`config.mk`:
```
export PLATFORM = sky130hd
export DESIGN_NAME = ssfh_cmd_queue
export DESIGN_NICKNAME = d
export VERILOG_FILES = /design/src/ssfh_pkg.sv /design/src/ssfh_cmd_queue.sv
export SDC_FILE = /design/constraint.sdc
export NUM_CORES = 1
export LEC_CHECK = 0
export BUFFER_PORTS_ARGS = -buffer_cell sky130_fd_sc_hd__buf_2
export CORE_MARGIN = 3
export CORE_UTILIZATION = 52
export DETAILED_ROUTE_END_ITERATION = 10
export GPL_ROUTABILITY_DRIVEN = 0
export HOLD_SLACK_MARGIN = 0.1
export PLACE_DENSITY = 0.79
export SYNTH_ARGS = -nofsm -noshare
export SYNTH_HDL_FRONTEND = slang
export SYNTH_SLANG_ARGS = --single-unit
```
`constraint.sdc`:
```
create_clock -name i_clk -period 4.8 [get_ports i_clk]
set_clock_uncertainty 0.1 [all_clocks]
set_input_delay 0.48 -clock i_clk [delete_from_list [all_inputs] [get_ports i_clk]]
set_output_delay 0.48 -clock i_clk [all_outputs]
set_load 0.05 [all_outputs]
```
`src/ssfh_pkg.sv`:
```
// Shared constants, widths and the command record for the slit-scan frame history.
// No dependencies; every other file of the block imports this package.
package ssfh_pkg;

    localparam int HISTORY_DEPTH = 80;
    localparam int MAX_WIDTH     = 640;
    localparam int MAX_HEIGHT    = 480;

    localparam int X_W     = 10;
    localparam int Y_W     = 9;
    localparam int COLOR_W = 8;
    localparam int PIX_W   = 3 * COLOR_W;
    localparam int IDX_W   = 7;
    localparam int CFG_W   = 10;
    localparam int CFG_IDX_W = 1;

    localparam logic [CFG_IDX_W-1:0] CFG_ACTIVE_WIDTH  = 1'd0;
    localparam logic [CFG_IDX_W-1:0] CFG_ACTIVE_HEIGHT = 1'd1;
    localparam logic [X_W-1:0] RST_ACTIVE_WIDTH  = 10'd640;
    localparam logic [Y_W-1:0] RST_ACTIVE_HEIGHT = 9'd480;

    localparam int SLOT_W     = $clog2(HISTORY_DEPTH);
    localparam int CNT_W      = $clog2(HISTORY_DEPTH + 1);
    localparam int PROD_W     = Y_W + CNT_W;
    localparam int DIV_CNT_W  = $clog2(PROD_W);
    localparam int ROW_DEPTH  = HISTORY_DEPTH * MAX_HEIGHT;
    localparam int ROW_W      = $clog2(ROW_DEPTH);
    localparam int STORE_DEPTH = HISTORY_DEPTH * MAX_HEIGHT * MAX_WIDTH;
    localparam int ADDR_W     = $clog2(STORE_DEPTH);

    localparam int CMDQ_DEPTH = 2;
    localparam int CMDQ_PTR_W = $clog2(CMDQ_DEPTH);
    localparam int CMDQ_CNT_W = $clog2(CMDQ_DEPTH + 1);

    typedef struct packed {
        logic              in_range;
        logic [CNT_W-1:0]  held;
        logic [SLOT_W-1:0] oldest;
        logic [X_W-1:0]    pos_x;
        logic [Y_W-1:0]    pos_y;
        logic [PROD_W-1:0] product;
        logic [Y_W-1:0]    divisor;
        logic [PIX_W-1:0]  pix;
    } t_cmd;

endpackage

```
`src/ssfh_cmd_queue.sv`:
```
// Short queue of classified pixel commands between the front and back ends.
// Depends on ssfh_pkg for the command record and depth.
module ssfh_cmd_queue (
    input  logic           i_clk,
    input  logic           i_rst_n,
    input  logic           i_push,
    input  ssfh_pkg::t_cmd i_data,
    output logic           o_full,
    input  logic           i_pop,
    output ssfh_pkg::t_cmd o_data,
    output logic           o_empty
);
    import ssfh_pkg::*;

    t_cmd                  r_mem [CMDQ_DEPTH];
    logic [CMDQ_PTR_W-1:0] r_wr_ptr;
    logic [CMDQ_PTR_W-1:0] r_rd_ptr;
    logic [CMDQ_CNT_W-1:0] r_count;
    logic                  do_push;
    logic                  do_pop;

    assign o_full  = (32'(r_count) == CMDQ_DEPTH);
    assign o_empty = (r_count == '0);
    assign o_data  = r_mem[r_rd_ptr];
    assign do_push = i_push && !o_full;
    assign do_pop  = i_pop && !o_empty;

    always_ff @(posedge i_clk) begin
        if (do_push) begin
            r_mem[r_wr_ptr] <= i_data;
        end
    end

    always_ff @(posedge i_clk) begin
        if (!i_rst_n) begin
            r_wr_ptr <= '0;
            r_rd_ptr <= '0;
            r_count  <= '0;
        end else begin
            if (do_push) begin
                r_wr_ptr <= (32'(r_wr_ptr) == CMDQ_DEPTH - 1) ? '0 : r_wr_ptr + CMDQ_PTR_W'(1);
            end
            if (do_pop) begin
                r_rd_ptr <= (32'(r_rd_ptr) == CMDQ_DEPTH - 1) ? '0 : r_rd_ptr + CMDQ_PTR_W'(1);
            end
            if (do_push && !do_pop) begin
                r_count <= r_count + CMDQ_CNT_W'(1);
            end else if (do_pop && !do_push) begin
                r_count <= r_count - CMDQ_CNT_W'(1);
            end
        end
    end

endmodule

```
==> Word level (Yosys, flattened, before mapping) <==
Memories as Yosys holds them, arrays and structs flattened. A register that Yosys moved wholly into a read port is not among the register bits.
Index checks and enable logic that the tools add are counted.
{ "totals": {"out_inout_bits": 85, "register_bits": 4, "wordCells": 27, "n_memories": 1, "mem_bits_rw": 166} }
{ "mem_list": {"columns": ["memory", "words", "word_bits", "read_ports", "rd_clocked_by_memory_dff", "write_ports", "line_no", "rtl"], "rows": [
  ["r_mem", 2, 83, 1, 1, 1, "ssfh_cmd_queue.sv:15", "t_cmd r_mem [CMDQ_DEPTH];"]
]} }
{ "op_classes": {"muxes": 8, "reduce_logical": 10, "eq_ne": 1, "addsub": 4} }
{ "ops": {"columns": ["operator", "n"], "rows": [
  ["2-to-1 mux 1 bit", 6],
  ["logical AND 1 bit", 4],
  ["zero test 1 bit", 4],
  ["2-to-1 mux 2 bit", 2],
  ["adder 1 bit, second input constant", 2],
  ["adder 2 x 1 -> 2 bit, second input constant", 1],
  ["== test 2 bit, second input constant", 1],
  ["zero test 2 bit", 1],
  ["nonzero test 2 bit", 1],
  ["subtractor 2 x 1 -> 2 bit, second input constant", 1]
]} }

==> Logic depth before layout (Yosys ltp) <==
{ "depth": {"depth_word": 7, "ltp_mapped": 7, "ltp_nobuf": 7} }

==> Worst setup path after synthesis <==
OpenSTA, ideal clock, no wires.
{ "synth_timing": {"kind": "register to register", "startpoint": "reg r_count[0]", "endpoint": "mem r_mem[0][0] (netlist name), enable pin", "t_arrival_ps": 3924, "stages_incl_launch_ff": 4, "synth_period_minus_slack_ps": 4535, "path_buffers": 0, "setup_time_ps": 511, "t_required_ps": 4189, "path_slack_ps": 265, "path_cell_list": "dfxtp_1 > nand2b_1 > inv_2 > nor3_2"} }
{ "synth_via": {"elab_chain_cells": 5} }
{ "synth_rtl": {"columns": ["element", "line_no", "rtl"], "rows": [
  ["start: declaration", "ssfh_cmd_queue.sv:18", "logic [CMDQ_CNT_W-1:0] r_count;"],
  ["start signal: assignment", "ssfh_cmd_queue.sv:47", "r_count <= r_count + CMDQ_CNT_W'(1);"],
  ["start signal: assignment", "ssfh_cmd_queue.sv:49", "r_count <= r_count - CMDQ_CNT_W'(1);"],
  ["== test 2 bit", "ssfh_cmd_queue.sv:22", "assign o_full = (32'(r_count) == CMDQ_DEPTH);"],
  ["via o_full", "ssfh_cmd_queue.sv:8", "output logic o_full,"],
  ["zero test 1 bit", "ssfh_cmd_queue.sv:25", "assign do_push = i_push && !o_full;"],
  ["logical AND 1 bit", "ssfh_cmd_queue.sv:25", null],
  ["2-to-1 mux 1 bit", "ssfh_cmd_queue.sv:29", "if (do_push) begin"],
  ["2-to-1 mux 1 bit (implied by the code)", "ssfh_cmd_queue.sv:30", "r_mem[r_wr_ptr] <= i_data;"],
  ["end: declaration", "ssfh_cmd_queue.sv:15", null]
]} }
The timed path passes the listed nets, and every way through them passes these cells.

==> results.sh <==
export IMPL_outcome="completed"
export IMPL_path_clk_slew_ps=60
export IMPL_p_int_mw=3.20
export IMPL_period_needed_ps=2780
export IMPL_r2r_slack_ps=2700
export IMPL_wl_mm=10.5
export IMPL_worst_path_max_fanout=83
export IMPL_port_buffers=171
export IMPL_die_x_um=115
export IMPL_r2r_cells=2
export IMPL_netSwitchingPower_mw=1.81
export IMPL_diodes=0
export IMPL_grt_pass1_wl_mm=15.8
export IMPL_post_dp_hpwl_mm=6.65
export IMPL_die_h_um=115
export IMPL_dr_pass1_iters=4
export IMPL_switching_share_pct=36.2
export IMPL_setup_tns_ps=0
export IMPL_cts_buffers=17
export IMPL_ant_nets=0
export IMPL_worstPathArrival_ps=2200
export IMPL_critPathLaunchType="flip-flop"
export IMPL_yosysTopAreaCell="edfxtp_1"
export IMPL_num_rows=39
export IMPL_setup_viol=0
export IMPL_drive_above_1_share_pct=45.3
export IMPL_final_period_utilization_pct=57.9
export IMPL_grt_max_degree=84
export IMPL_drc_errors=0
export IMPL_grt_pass1_vias=3263
export IMPL_area_delta_synth_final_pct=26.3
export IMPL_crit_chain="mux2_1 -> buf_2"
export IMPL_worstSetupEndpointType="primary output"
export IMPL_cts_root_buf="clkbuf_16"
export IMPL_post_cts_resized=0
export IMPL_fin_util_pct=67.9
export IMPL_drt_iter0_drc=142
export IMPL_insertion_delay_ps=410
export IMPL_start_util_pct=53.7
export IMPL_netlist_instances=283
export IMPL_synthesis_nets=371
export IMPL_synth_area_um2=6220
export IMPL_r2r_end="r_mem[1][45]"
export IMPL_tritoncts="done"
export IMPL_slew_headroom_pct=23.5
export IMPL_r2r_start="r_count[0]"
export IMPL_fin_nets=554
export IMPL_clockBufferDepth=2
export IMPL_p_comb_share_pct=30.9
export IMPL_hold_depth=1
export IMPL_hp_class="in -> reg"
export IMPL_setup_ws_ps=2020
export IMPL_hold_violations=0
export IMPL_grt_overflow=0
export IMPL_post_place_ws_ps=2440
export IMPL_ys_ff_latch=171
export IMPL_seq_power_share_pct=40.4
export IMPL_slowest_stage="dfxtp_4"
export IMPL_via_count=3177
export IMPL_syn_avg_cell_area_um2=22.0
export IMPL_cts_htree_levels=4
export IMPL_cts_hold_buffers=0
export IMPL_p_per_area_nw_per_um2=638
export IMPL_cts_setup_buffers=0
export IMPL_clkPwrFrac_pct=28.7
export IMPL_ys_seq_area_share_pct=81.8
export IMPL_antenna_found_initial=1
export IMPL_grtUsageTotal_pct=16.1
export IMPL_critPathKind="reg -> out"
export IMPL_synth_area_leaders="edfxtp_1 80%, mux2_1 13%, mux2_2 2.4%, dfxtp_1 1.6%, buf_4 0.85%"
export IMPL_worstMarginPinSlew_ps=1150
export IMPL_pin_count=172
export IMPL_core_area_um2=11600
export IMPL_clock_sinks=171
export IMPL_fmax_mhz=360
export IMPL_netlist_area_leader_share_pct=80.2
export IMPL_rsz0062_at_grt="no"
export IMPL_cp_required_ps=4220
export IMPL_synthDistinctLibCells=22
export IMPL_wl_per_cell_um=17.0
export IMPL_ir_drop_mv=0.416
export IMPL_slew_violations=0
export IMPL_max_stage_delay_ps=1090
export IMPL_ys_warn_count=0
export IMPL_p_leak_nw=2.96
export IMPL_endpoint="o_data[38]"
export IMPL_die_area_um2=13300
export IMPL_vias_per_cell=5.11
export IMPL_cap_violations=0
-- cell families after synthesis --
logic type | Yosys count | share of synthesized area [%]
adders and majority gates | 1 | 0.201
DFF | 171 | 81.8
and+or+nand+nor | 9 | 0.886
buffers and inverters | 11 | 1.13
AOI/OAI and AO/OA | 5 | 0.523
xor gates and xnor gates | 3 | 0.423
muxes | 83 | 15.0
-- worst max-delay path: cells and delay by family (launching register included) --
family	cells	cell delay, ps
buf+inv	1	220
flops	1	1090
mux	1	410
-- flip-flops by register name (all words and copies together) (netlist names), named ones only --
| name | cells |
|---|---|
| r_count | 2 |
| r_mem | 166 |
| r_rd_ptr | 1 |
| r_wr_ptr | 1 |
-- worst min path at each step --
| stage | startpoint | end | slack, ps |
|---|---|---|---|
| after global placement | r_count[1] | r_count[1] | 400 |
| after CTS | i_data[60] | r_mem[0][60] | 130 |
| after detailed placement | r_count[1] | r_count[1] | 440 |
| after floorplan | r_count[1] | r_count[1] | 380 |
| final | i_data[60] | r_mem[0][60] | 150 |
| after global routing | i_data[60] | r_mem[0][60] | 130 |
-- power by group through the flow --
stage	Clock [mW]	Combinational (mW)	Sequential [mW]
finish	1.44	1.55	2.03
global route	1.53	1.63	2.05
CTS	1.46	1.57	2.03
detailed placement	0	1.56	2.06
global placement	0	1.55	2.05
floorplan	0	1.31	1.96
-- final cells by class --
cell class,count,area (um^2)
Timing Repair Buffer,173,871
Clock buffer,19,433
Clock inverter,13,199
Fill cell,766,3710
Tap cell,143,179
Inverter,2,7.51
Multi-Input combinational cell,101,1070
Sequential cell,171,5090
-- synth_stat cells --
cell      number
edfxtp_1     166
mux2_1        70
mux2_2        13
buf_4          7
dfxtp_1        5
and2_1         3
buf_2          2
nor2_1         2
xnor2_1        2
a21boi_0       1
a21boi_1       1
and3_1         1
ha_1           1
inv_1          1
inv_2          1
nand2b_1       1
nor3_2         1
o21a_1         1
o21ai_0        1
o21ai_1        1
or3_1          1
xor2_1         1
-- stage by stage --
| stage | hold WS, ps | cell area [um^2] | power, mW | cells |
|---|---|---|---|---|
| after global placement | 401 | 7220 | 3.59 | 590 |
| after global routing | 131 | 7850 | 5.20 | 622 |
| after detailed placement | 436 | 7220 | 3.62 | 590 |
| final | 148 | 7850 | 5.01 | 622 |
| after CTS | 128 | 7850 | 5.06 | 622 |
| after floorplan | 383 | 6220 | 3.27 | 283 |
-- cell usage in the layout (no fill, tap or decap), types with 3 or more instances in the layout --
cell type	n
clkbuf_16	17
buf_2	171
dfxtp_1	4
mux2_1	70
clkinv_1	3
bufinv_16	5
edfxtp_1	166
mux2_2	13
and2_1	3
-- metal layers --
layer / wire length (um) / vias up / GRT usage (%)
li1: - / 1487 / -
met1: 4040 / 1544 / 18.2
met2: 5400 / 127 / 26.5
met3: 931 / 17 / 7.00
met4: 161 / 2 / 7.28
met5: 13 / - / 0
No activity file was read; power rests on OpenSTA's default activity.
