$ cat config.mk
export PLATFORM = sky130hd
export DESIGN_NAME = ssfh_front
export DESIGN_NICKNAME = d
export VERILOG_FILES = /design/src/ssfh_pkg.sv /design/src/ssfh_front.sv
export SDC_FILE = /design/constraint.sdc
export NUM_CORES = 1
export LEC_CHECK = 0
export ABC_AREA = 1
export ABC_CLOCK_PERIOD_IN_PS = 4950
export BUFFER_PORTS_ARGS = -buffer_cell sky130_fd_sc_hd__buf_4
export CAP_MARGIN = 20
export CELL_PAD_IN_SITES_DETAIL_PLACEMENT = 1
export CELL_PAD_IN_SITES_GLOBAL_PLACEMENT = 1
export CORE_MARGIN = 2
export CORE_UTILIZATION = 31
export DETAILED_ROUTE_END_ITERATION = 16
export PLACE_DENSITY = 0.79
export REMOVE_ABC_BUFFERS = 1
export SETUP_SLACK_MARGIN = 0.05
export SYNTH_ARGS = -nofsm -noshare
export SYNTH_HDL_FRONTEND = slang
export SYNTH_SLANG_ARGS = --single-unit
$ cat constraint.sdc
create_clock -name i_clk -period 4.95 [get_ports i_clk]
set_input_delay 0.7425 -clock i_clk [delete_from_list [all_inputs] [get_ports i_clk]]
set_output_delay 0.7425 -clock i_clk [all_outputs]
set_load 0.01 [all_outputs]
$ cat src/ssfh_pkg.sv
// Shared constants, widths and the command record for the slit-scan frame history.
// No dependencies; every other file of the block imports this package.
package ssfh_pkg;

    localparam int HISTORY_DEPTH = 80;
    localparam int MAX_WIDTH     = 640;
    localparam int MAX_HEIGHT    = 480;

    localparam int X_W     = 10;
    localparam int Y_W     = 9;
    localparam int COLOR_W = 8;
    localparam int PIX_W   = 3 * COLOR_W;
    localparam int IDX_W   = 7;
    localparam int CFG_W   = 10;
    localparam int CFG_IDX_W = 1;

    localparam logic [CFG_IDX_W-1:0] CFG_ACTIVE_WIDTH  = 1'd0;
    localparam logic [CFG_IDX_W-1:0] CFG_ACTIVE_HEIGHT = 1'd1;
    localparam logic [X_W-1:0] RST_ACTIVE_WIDTH  = 10'd640;
    localparam logic [Y_W-1:0] RST_ACTIVE_HEIGHT = 9'd480;

    localparam int SLOT_W     = $clog2(HISTORY_DEPTH);
    localparam int CNT_W      = $clog2(HISTORY_DEPTH + 1);
    localparam int PROD_W     = Y_W + CNT_W;
    localparam int DIV_CNT_W  = $clog2(PROD_W);
    localparam int ROW_DEPTH  = HISTORY_DEPTH * MAX_HEIGHT;
    localparam int ROW_W      = $clog2(ROW_DEPTH);
    localparam int STORE_DEPTH = HISTORY_DEPTH * MAX_HEIGHT * MAX_WIDTH;
    localparam int ADDR_W     = $clog2(STORE_DEPTH);

    localparam int CMDQ_DEPTH = 2;
    localparam int CMDQ_PTR_W = $clog2(CMDQ_DEPTH);
    localparam int CMDQ_CNT_W = $clog2(CMDQ_DEPTH + 1);

    typedef struct packed {
        logic              in_range;
        logic [CNT_W-1:0]  held;
        logic [SLOT_W-1:0] oldest;
        logic [X_W-1:0]    pos_x;
        logic [Y_W-1:0]    pos_y;
        logic [PROD_W-1:0] product;
        logic [Y_W-1:0]    divisor;
        logic [PIX_W-1:0]  pix;
    } t_cmd;

endpackage

$ cat src/ssfh_front.sv
// Front end: accepts pixels, tracks the frame ring bookkeeping and classifies each pixel.
// Depends on ssfh_pkg; feeds the command queue.
module ssfh_front (
    input  logic                     i_clk,
    input  logic                     i_rst_n,
    input  logic                     i_push,
    input  logic                     i_q_full,
    input  logic                     i_frame_start,
    input  logic [ssfh_pkg::X_W-1:0] i_pos_x,
    input  logic [ssfh_pkg::Y_W-1:0] i_pos_y,
    input  logic [ssfh_pkg::PIX_W-1:0] i_pix,
    input  logic [ssfh_pkg::X_W-1:0] i_act_w,
    input  logic [ssfh_pkg::Y_W-1:0] i_act_h,
    output logic                     o_q_push,
    output ssfh_pkg::t_cmd           o_cmd
);
    import ssfh_pkg::*;

    logic [CNT_W-1:0]  r_held, n_held;
    logic [SLOT_W-1:0] r_oldest, n_oldest;
    logic [X_W-1:0]    eff_w;
    logic [Y_W-1:0]    eff_h;
    logic              accept;

    assign accept   = i_push && !i_q_full;
    assign o_q_push = accept;

    always_comb begin
        eff_w = (32'(i_act_w) < MAX_WIDTH) ? i_act_w : X_W'(MAX_WIDTH);
        eff_h = (32'(i_act_h) < MAX_HEIGHT) ? i_act_h : Y_W'(MAX_HEIGHT);
    end

    // open a new frame: grow the ring until full, then retire the oldest slot
    always_comb begin
        n_held   = r_held;
        n_oldest = r_oldest;
        if (i_frame_start) begin
            if (32'(r_held) < HISTORY_DEPTH) begin
                n_held = r_held + CNT_W'(1);
            end else if (32'(r_oldest) == HISTORY_DEPTH - 1) begin
                n_oldest = '0;
            end else begin
                n_oldest = r_oldest + SLOT_W'(1);
            end
        end
    end

    always_comb begin
        o_cmd.in_range = (i_pos_x < eff_w) && (i_pos_y < eff_h) && (n_held != '0);
        o_cmd.held     = n_held;
        o_cmd.oldest   = n_oldest;
        o_cmd.pos_x    = i_pos_x;
        o_cmd.pos_y    = i_pos_y;
        o_cmd.product  = PROD_W'(i_pos_y) * PROD_W'(n_held);
        o_cmd.divisor  = eff_h;
        o_cmd.pix      = i_pix;
    end

    always_ff @(posedge i_clk) begin
        if (!i_rst_n) begin
            r_held   <= '0;
            r_oldest <= '0;
        end else if (accept) begin
            r_held   <= n_held;
            r_oldest <= n_oldest;
        end
    end

endmodule

# ---- Yosys cells after proc, flatten, opt, wreduce, memory -nomap -nowiden
# Index checks and enable logic that the tools add are counted.
dict set report word_totals {
  register_bits 14
  latchBits 0
  mem_bits_rw 0
  rom_bits 0
  in_bits 67
  out_inout_bits 84
  wordCells 23
  memories 0
}
dict set report op_classes {
  addsub 2
  n_mul 1
  div 0
  magnitude_cmp 5
  eq_ne 1
  n_shift 0
  n_mux 7
  n_bitwise 0
  n_reduce_logical 5
}
# cell count
set ops {}
lappend ops {{7-bit 2-to-1 mux} 5}
lappend ops {{9-bit by 7-bit multiplier with 16-bit output} 1}
lappend ops {{7-bit by 1-bit adder with 7-bit output (second input constant)} 2}
lappend ops {{10-bit < comparator} 1}
lappend ops {{10-bit < comparator (second input constant)} 1}
lappend ops {{10-bit 2-to-1 mux} 1}
lappend ops {{9-bit < comparator} 1}
lappend ops {{9-bit < comparator (second input constant)} 1}
lappend ops {{9-bit 2-to-1 mux} 1}
lappend ops {{7-bit equality test (second input constant)} 1}
lappend ops {{7-bit < comparator (second input constant)} 1}
lappend ops {{7-bit nonzero test} 1}
lappend ops {{1-bit logical AND} 3}
lappend ops {{1-bit logical NOT} 1}

# ---- Longest topological paths before layout
# Gate-level depths: netlist of the first run.
dict set report logic_depth {
  ltp_word 5
  ltp_mapped 25
  ltp_nobuf 25
}

# ---- Worst setup path after synthesis of the first run
# No wires, ideal clock.
dict set report synth_timing {
  path_kind {input -> output}
  from {input port i_frame_start}
  to {output port o_cmd[48] in the netlist's numbering}
  arrival_time_ns 4.713
  t_required_ns 4.208
  slack_ns -0.505
  cell_stages 20
  path_buffers 1
  path_cell_list {buf_2 > nand4_1 > nand2_1 > nand2_2 > inv_1 > nand2_1 > fa_1 > fa_1 > inv_1 > fa_1 > inv_1 > fa_1 > inv_1 > ha_1 > a21oi_1 > a21boi_1 > or2_2 > nand2_1 > nand2_1 > nand2_1}
}
# element line_no
set synth_lines {}
lappend synth_lines {{start: declaration} ssfh_front.sv:8} ;# input logic i_frame_start,
lappend synth_lines {{end: declaration} ssfh_front.sv:15} ;# output ssfh_pkg::t_cmd o_cmd

==> qor.yml, run 1 <==
cp.required_ns: 4.21
ys_seq_area_share_pct: 7.410
clk_pin_slew_ns: 0.06
status: "finished with violations"
clockBufferDepth: 2
ir_drop_uv: 91.96
htreeDepth: 1
worstRegToRegCells: 10
fp.dieArea_sq_um: 13100
via_count: 4303
netlist_top_cells_area: "fa_1, ha_1, inv_1"
grt_pass1_vias: 4860
gp_congestion: 0.9204
synthFlopType: "dfxtp_1"
netlist_area_sq_um: 3782
hold_violations: 0
ant_nets: 0
postCtsHoldBufs: 0
finalClockSkew_ns: 0.004687
finalPower_uw: 1055
end_kind: "output pin"
finish.utilization_pct: 46.24
syn_inst: 555
io_pins: 151
row_count: 40
clock-sinks: 14
synth_top_cell_by_area: "fa_1"
overflow: 0
nets: 847
path_class: "reg2out"
crit_fanout: 6
dp_hpwl_um: 11420
final_layout_size_suffix_gt1_share_pct: 39.60
dr.first_iter.drc_count: 187
syn_avg_cell_area_sq_um: 6.815
synth_common_cells: "inv_1, nand2_1, nor2_1"
cts-root-buf: "clkbuf_16"
synth_top_area_share_pct: 18.00
clock_latency_ns: 0.26
synth_most_common_cell: "inv_1"
relSlewSlack_pct: 66.18
cts_tree: "yes"
antenna_found_initial: 0
start_util_pct: 31.62
hp-class: "reg2reg"
leakage_uw: 0.003096
clock.fmax_mhz: 179.0
violations: "setup timing"
wl_per_cell_um: 18.72
grt.total_usage_pct: 23.39
yosys_warnings: 0
die_h_um: 114.5
whs_path_depth: 2
synthArstFlopShare_pct: 0
powerDensity_nw_per_um2: 190.8
critical_path_arrival_ns: 4.84
fin_crit_ns: 5.587
slew_violations: 0
setup_violations: 11
fp.coreArea_sq_um: 11960
rsz0062_at_grt: "true"
drt-total-wl_um: 15700
period_share_pct: 112.9
die_w_um: 114.5
drc_errors: 0
start_kind: "register"
cap_violations: 0
grt_max_degree: 19
drt_pre_antenna_iters: 4
numPortBuffers: 102
worst_pin_slew_ns: 0.5039
diodes: 0
ys_ff_latch: 14
finalWorstSetupSlack_ns: -0.6366
cts_buffers: 3
viasPerCell: 5.129
synth_cell_types: 33
grt_first_pass_wirelength_um: 24250
syn2layout_area_growth_pct: 46.25
synth_edf_count: 0
[placed cells by master (no fill, tap or decap), drive strengths merged, types with 2 or more instances in the layout]
master,count
inv,100
xnor2,5
or2,2
a21oi,32
clkbuf,4
xor2,9
nand3b,4
a21o,2
nor3,2
dfxtp,14
buf,186
ha,53
nand2,95
o21ai,22
o21a,2
nand4,9
nand3,28
nor2,82
fa,34
[final timing paths]
kind                                               start                        to  slack (ns)
worst min register to register  r_oldest[6]$_SDFFE_PN0P_  r_oldest[6]$_SDFFE_PN0P_        0.57
worst min-delay path            r_oldest[6]$_SDFFE_PN0P_  r_oldest[6]$_SDFFE_PN0P_        0.57
worst max-delay path              r_held[4]$_SDFFE_PN0P_                 o_cmd[48]       -0.64
worst max register to register    r_held[4]$_SDFFE_PN0P_    r_held[4]$_SDFFE_PN0P_        3.16
[timing repair]
action,4_1_cts,5_1_grt
setup endpoints to repair,11,12
buffers inserted,13,2
pin swaps,39,24
gates cloned,0,0
hold endpoints to repair,0,0
gates resized for setup,86,29
[metal layers]
metal  wire length [um]  share of wire (%)  global-route usage, %  vias to the layer above
met5                  0                  0                      0                        -
li1                   -                  -                      -                     1967
met3               1062                6.8                  4.394                       37
met4                429                2.7                  7.805                        0
met1               6102                 39                  26.66                     2124
met2               8109                 52                  43.51                      175
[flip-flops by register name (all words and copies together) (netlist names)]
name      cells
r_oldest      7
r_held        7
[through the flow]
| stage | cell area, sq um | cells | setup TNS, ns | setup WS [ns] | hold WS, ns |
|---|---|---|---|---|---|
| floorplan | 3411 | 502 | -2.584 | -0.3740 | 0.5133 |
| global route | 5532 | 839 | -7.245 | -0.7778 | 0.6252 |
| global placement | 4886 | 821 | -5.820 | -0.6762 | 0.5464 |
| finish | 5532 | 839 | -5.580 | -0.6366 | 0.5727 |
| CTS | 5398 | 838 | -3.702 | -0.4485 | 0.5686 |
| detailed placement | 4886 | 821 | -7.223 | -0.8000 | 0.5673 |
[report_power, final]
part | switching (uW) | internal, uW
clock network | 60.2 | 123
registers | 9.02 | 120
logic | 389 | 354
total | 458 | 597
[critical path, stage by stage (launching register included)]
cell and delay, ns:
dfxtp_2 0.34, o21ai_4 0.24, buf_6 0.15, nand4_1 0.23
nand2_4 0.18, buf_6 0.12, nand2_4 0.04, fa_1 0.48
fa_1 0.52, inv_2 0.05, fa_1 0.55, inv_2 0.04
fa_1 0.50, inv_2 0.05, ha_4 0.33, a21oi_4 0.08
a21boi_4 0.15, or2_4 0.26, nand2_1 0.06, nand2_1 0.04
nand2_1 0.07, buf_6 0.10
[cell families (layout without fill, tap and decap cells)]
group	after synthesis	in the layout	share of synthesized area, %
buffers and inverters	154	291	19.88
adders and majority gates	87	87	35.53
DFF	14	14	7.410
xor gates and xnor gates	14	14	3.242
AOI/OAI and AO/OA	63	63	9.295
and+or+nand+nor	223	223	24.64
[area by class of cell]
type | instances | area (sq um)
fill | 1464 | 6430
multi-input combinational | 387 | 3147
timing repair buffer | 186 | 1435
inverter | 101 | 386.6
sequential | 14 | 290.3
tap | 147 | 183.9
clock buffer | 4 | 88.84
Power figures use the tool's default switching activity.
==> inputs of run 2 (changes only) <==
Settings changed: CORE_MARGIN 2 to 5, RECOVER_POWER set to 100.
==> run 2 against run 1 <==
  * Global-route usage down 3.0 points
  * Register-to-register slack improved by 0.12 ns
  * Maximum frequency up 2.4%
  * The flow still finishes with violations (setup timing)
  * Combinational power decreased by 3.5%
  * Critical endpoint is now o_cmd[46]
  * Power down 5.5%
==> qor.yml, run 2 (same netlist as run 1, synthesis figures left out) <==
fillers: 1513
top_regs: "r_held (7), r_oldest (7)"
top_usage_layer: "met2"
htreeDepth: 1
path_class: "in2out"
finish.utilization_pct: 45.02
final_common_cell: "buf_4"
cts_buffers: 3
relSlewSlack_pct: 66.07
die_h_um: 120.5
wl_per_cell_um: 18.60
clock-sinks: 14
intPower_uw: 562.4
final_layout_size_suffix_gt1_share_pct: 36.24
cts-root-buf: "clkbuf_16"
fp.coreArea_sq_um: 12010
clock.fmax_mhz: 183.2
clk_pin_slew_ns: 0.05
switching_share_pct: 43.62
viasPerCell: 5.055
gp_congestion: 0.9107
fin_crit_ns: 5.458
r2r_slack_ns: 3.28
antenna_found_initial: 0
dp_hpwl_um: 11770
finalPower_uw: 997.5
row_count: 40
cts_tree: "yes"
p_clk_share_pct: 15.2
min_to: "r_oldest[6]$_SDFFE_PN0P_"
grt_max_degree: 19
seq_power_share_pct: 12.9
grt.total_usage_pct: 20.43
dr.first_iter.drc_count: 162
finalWorstSetupSlack_ns: -0.5083
met3_usage_pct: 4.818
die_w_um: 120.5
io_pins: 151
overflow: 0
grt_first_pass_wirelength_um: 24130
crit_fanout: 7
start_kind: "input port"
whs_path_depth: 2
worst_pin_slew_ns: 0.5089
cp.required_ns: 4.21
postCtsHoldBufs: 0
powerDensity_nw_per_um2: 184.5
diodes: 0
hp-class: "reg2reg"
fp.dieArea_sq_um: 14510
switchingPower_uw: 435.1
r2r-end: "r_oldest[3]$_SDFFE_PN0P_"
setup_tns_ns: -4.138
grt_use_met2_pct: 38.74
slew_violations: 0
numPortBuffers: 102
ir_drop_uv: 163.7
ant_nets: 0
start_util_pct: 31.49
finalClockSkew_ns: 0.0008004
clock_latency_ns: 0.24
nets: 843
grt_pass1_vias: 4849
hold_violations: 0
critical_path_arrival_ns: 4.72
setup_violations: 10
syn2layout_area_growth_pct: 42.97
cap_violations: 0
via_count: 4216
grtUsageMet1_pct: 22.50
min_from: "r_oldest[6]$_SDFFE_PN0P_"
rsz0062_at_grt: "true"
end_kind: "output pin"
clockBufferDepth: 2
r2r-start: "r_oldest[1]$_SDFFE_PN0P_"
p_comb_share_pct: 71.9
period_share_pct: 110.3
worstRegToRegCells: 6
leakage_uw: 0.002936
final_cell_mix: "buf_4, inv_1, nand2_1"
drc_errors: 0
drt-total-wl_um: 15510
violations: "setup timing"
drt_pre_antenna_iters: 4
layoutNonFillerInstCount: 834
placed_cells: 819
status: "finished with violations"
[run 2: changes by cell type in the layout (fill, tap and decap cells not counted), moves of 3 or more]
| cell | before | now |
|---|---|---|
| nor2_1 | 63 | 55 |
| ha_1 | 43 | 40 |
| nand3_1 | 21 | 25 |
| nor2_2 | 12 | 18 |
| ha_4 | 10 | 13 |
| buf_4 | 178 | 151 |
| buf_6 | 7 | 4 |
| clkbuf_1 | 0 | 25 |
| nand3_2 | 7 | 3 |
[run 2: metal layers]
metal,up-vias,wire length [um]
li1,1959,-
met1,2042,5844
met2,171,8160
met3,44,1045
met4,0,460
met5,-,0
[run 2: stage by stage]
step	cell area, sq um	setup slack [ns]	hold slack (ns)
global placement	4871	-0.6956	0.5447
global route	5408	-0.6898	0.6017
detailed placement	4871	-0.8674	0.5556
CTS	5305	-0.4130	0.5669
finish	5408	-0.5083	0.5702
floorplan	3411	-0.3740	0.5133
[run 2: cell type report]
| class | count | area, sq um | area share [%] |
|---|---|---|---|
| Multi-Input combinational cell | 387 | 3176 | 58.72 |
| Timing Repair Buffer | 182 | 1300 | 24.04 |
| Inverter | 101 | 386.6 | 7.149 |
| Sequential cell | 14 | 286.5 | 5.298 |
| Tap cell | 147 | 183.9 | 3.401 |
| Clock buffer | 3 | 75.07 | 1.388 |
[run 2: power groups by stage]
stage               clock network (uW)  logic, uW  registers, uW
CTS                                153        679            127
global placement                     0        557            128
global route                       160        785            129
detailed placement                   0        577            129
floorplan                            0        280            128
finish                             152        717            128
[run 2: how the worst max path moves through the flow]
stage | from | depth (start not counted) | end | slack, ns
after floorplan | i_frame_start | 21 | o_cmd[48] | -0.37
after global placement | i_frame_start | 24 | o_cmd[48] | -0.70
after detailed placement | i_frame_start | 22 | o_cmd[48] | -0.87
after CTS | i_frame_start | 21 | o_cmd[48] | -0.41
after global routing | r_held[0]$_SDFFE_PN0P_ | 23 | o_cmd[48] | -0.69
final | i_frame_start | 23 | o_cmd[46] | -0.51
[run 2: critical path, cell delays in order]
cell and delay, ns:
buf_12 0.09, nand2_4 0.05, inv_4 0.07, nand2_4 0.06, o21bai_4 0.15, nand2_4 0.09
clkinv_4 0.08, buf_4 0.14, nor2_1 0.05, fa_1 0.53, inv_1 0.08, fa_1 0.54
inv_1 0.07, fa_1 0.54, ha_4 0.23, ha_4 0.27, nand2_2 0.09, buf_4 0.15
nor2_2 0.17, nand3_2 0.12, nand3_2 0.09, xor2_1 0.15, buf_4 0.14
[run 2: timing repair]
| action | CTS | global route |
|---|---|---|
| resized for setup | 78 | 37 |
| buffers inserted | 7 | 4 |
| endpoints found under the setup margin | 11 | 12 |
| pin swaps | 44 | 30 |
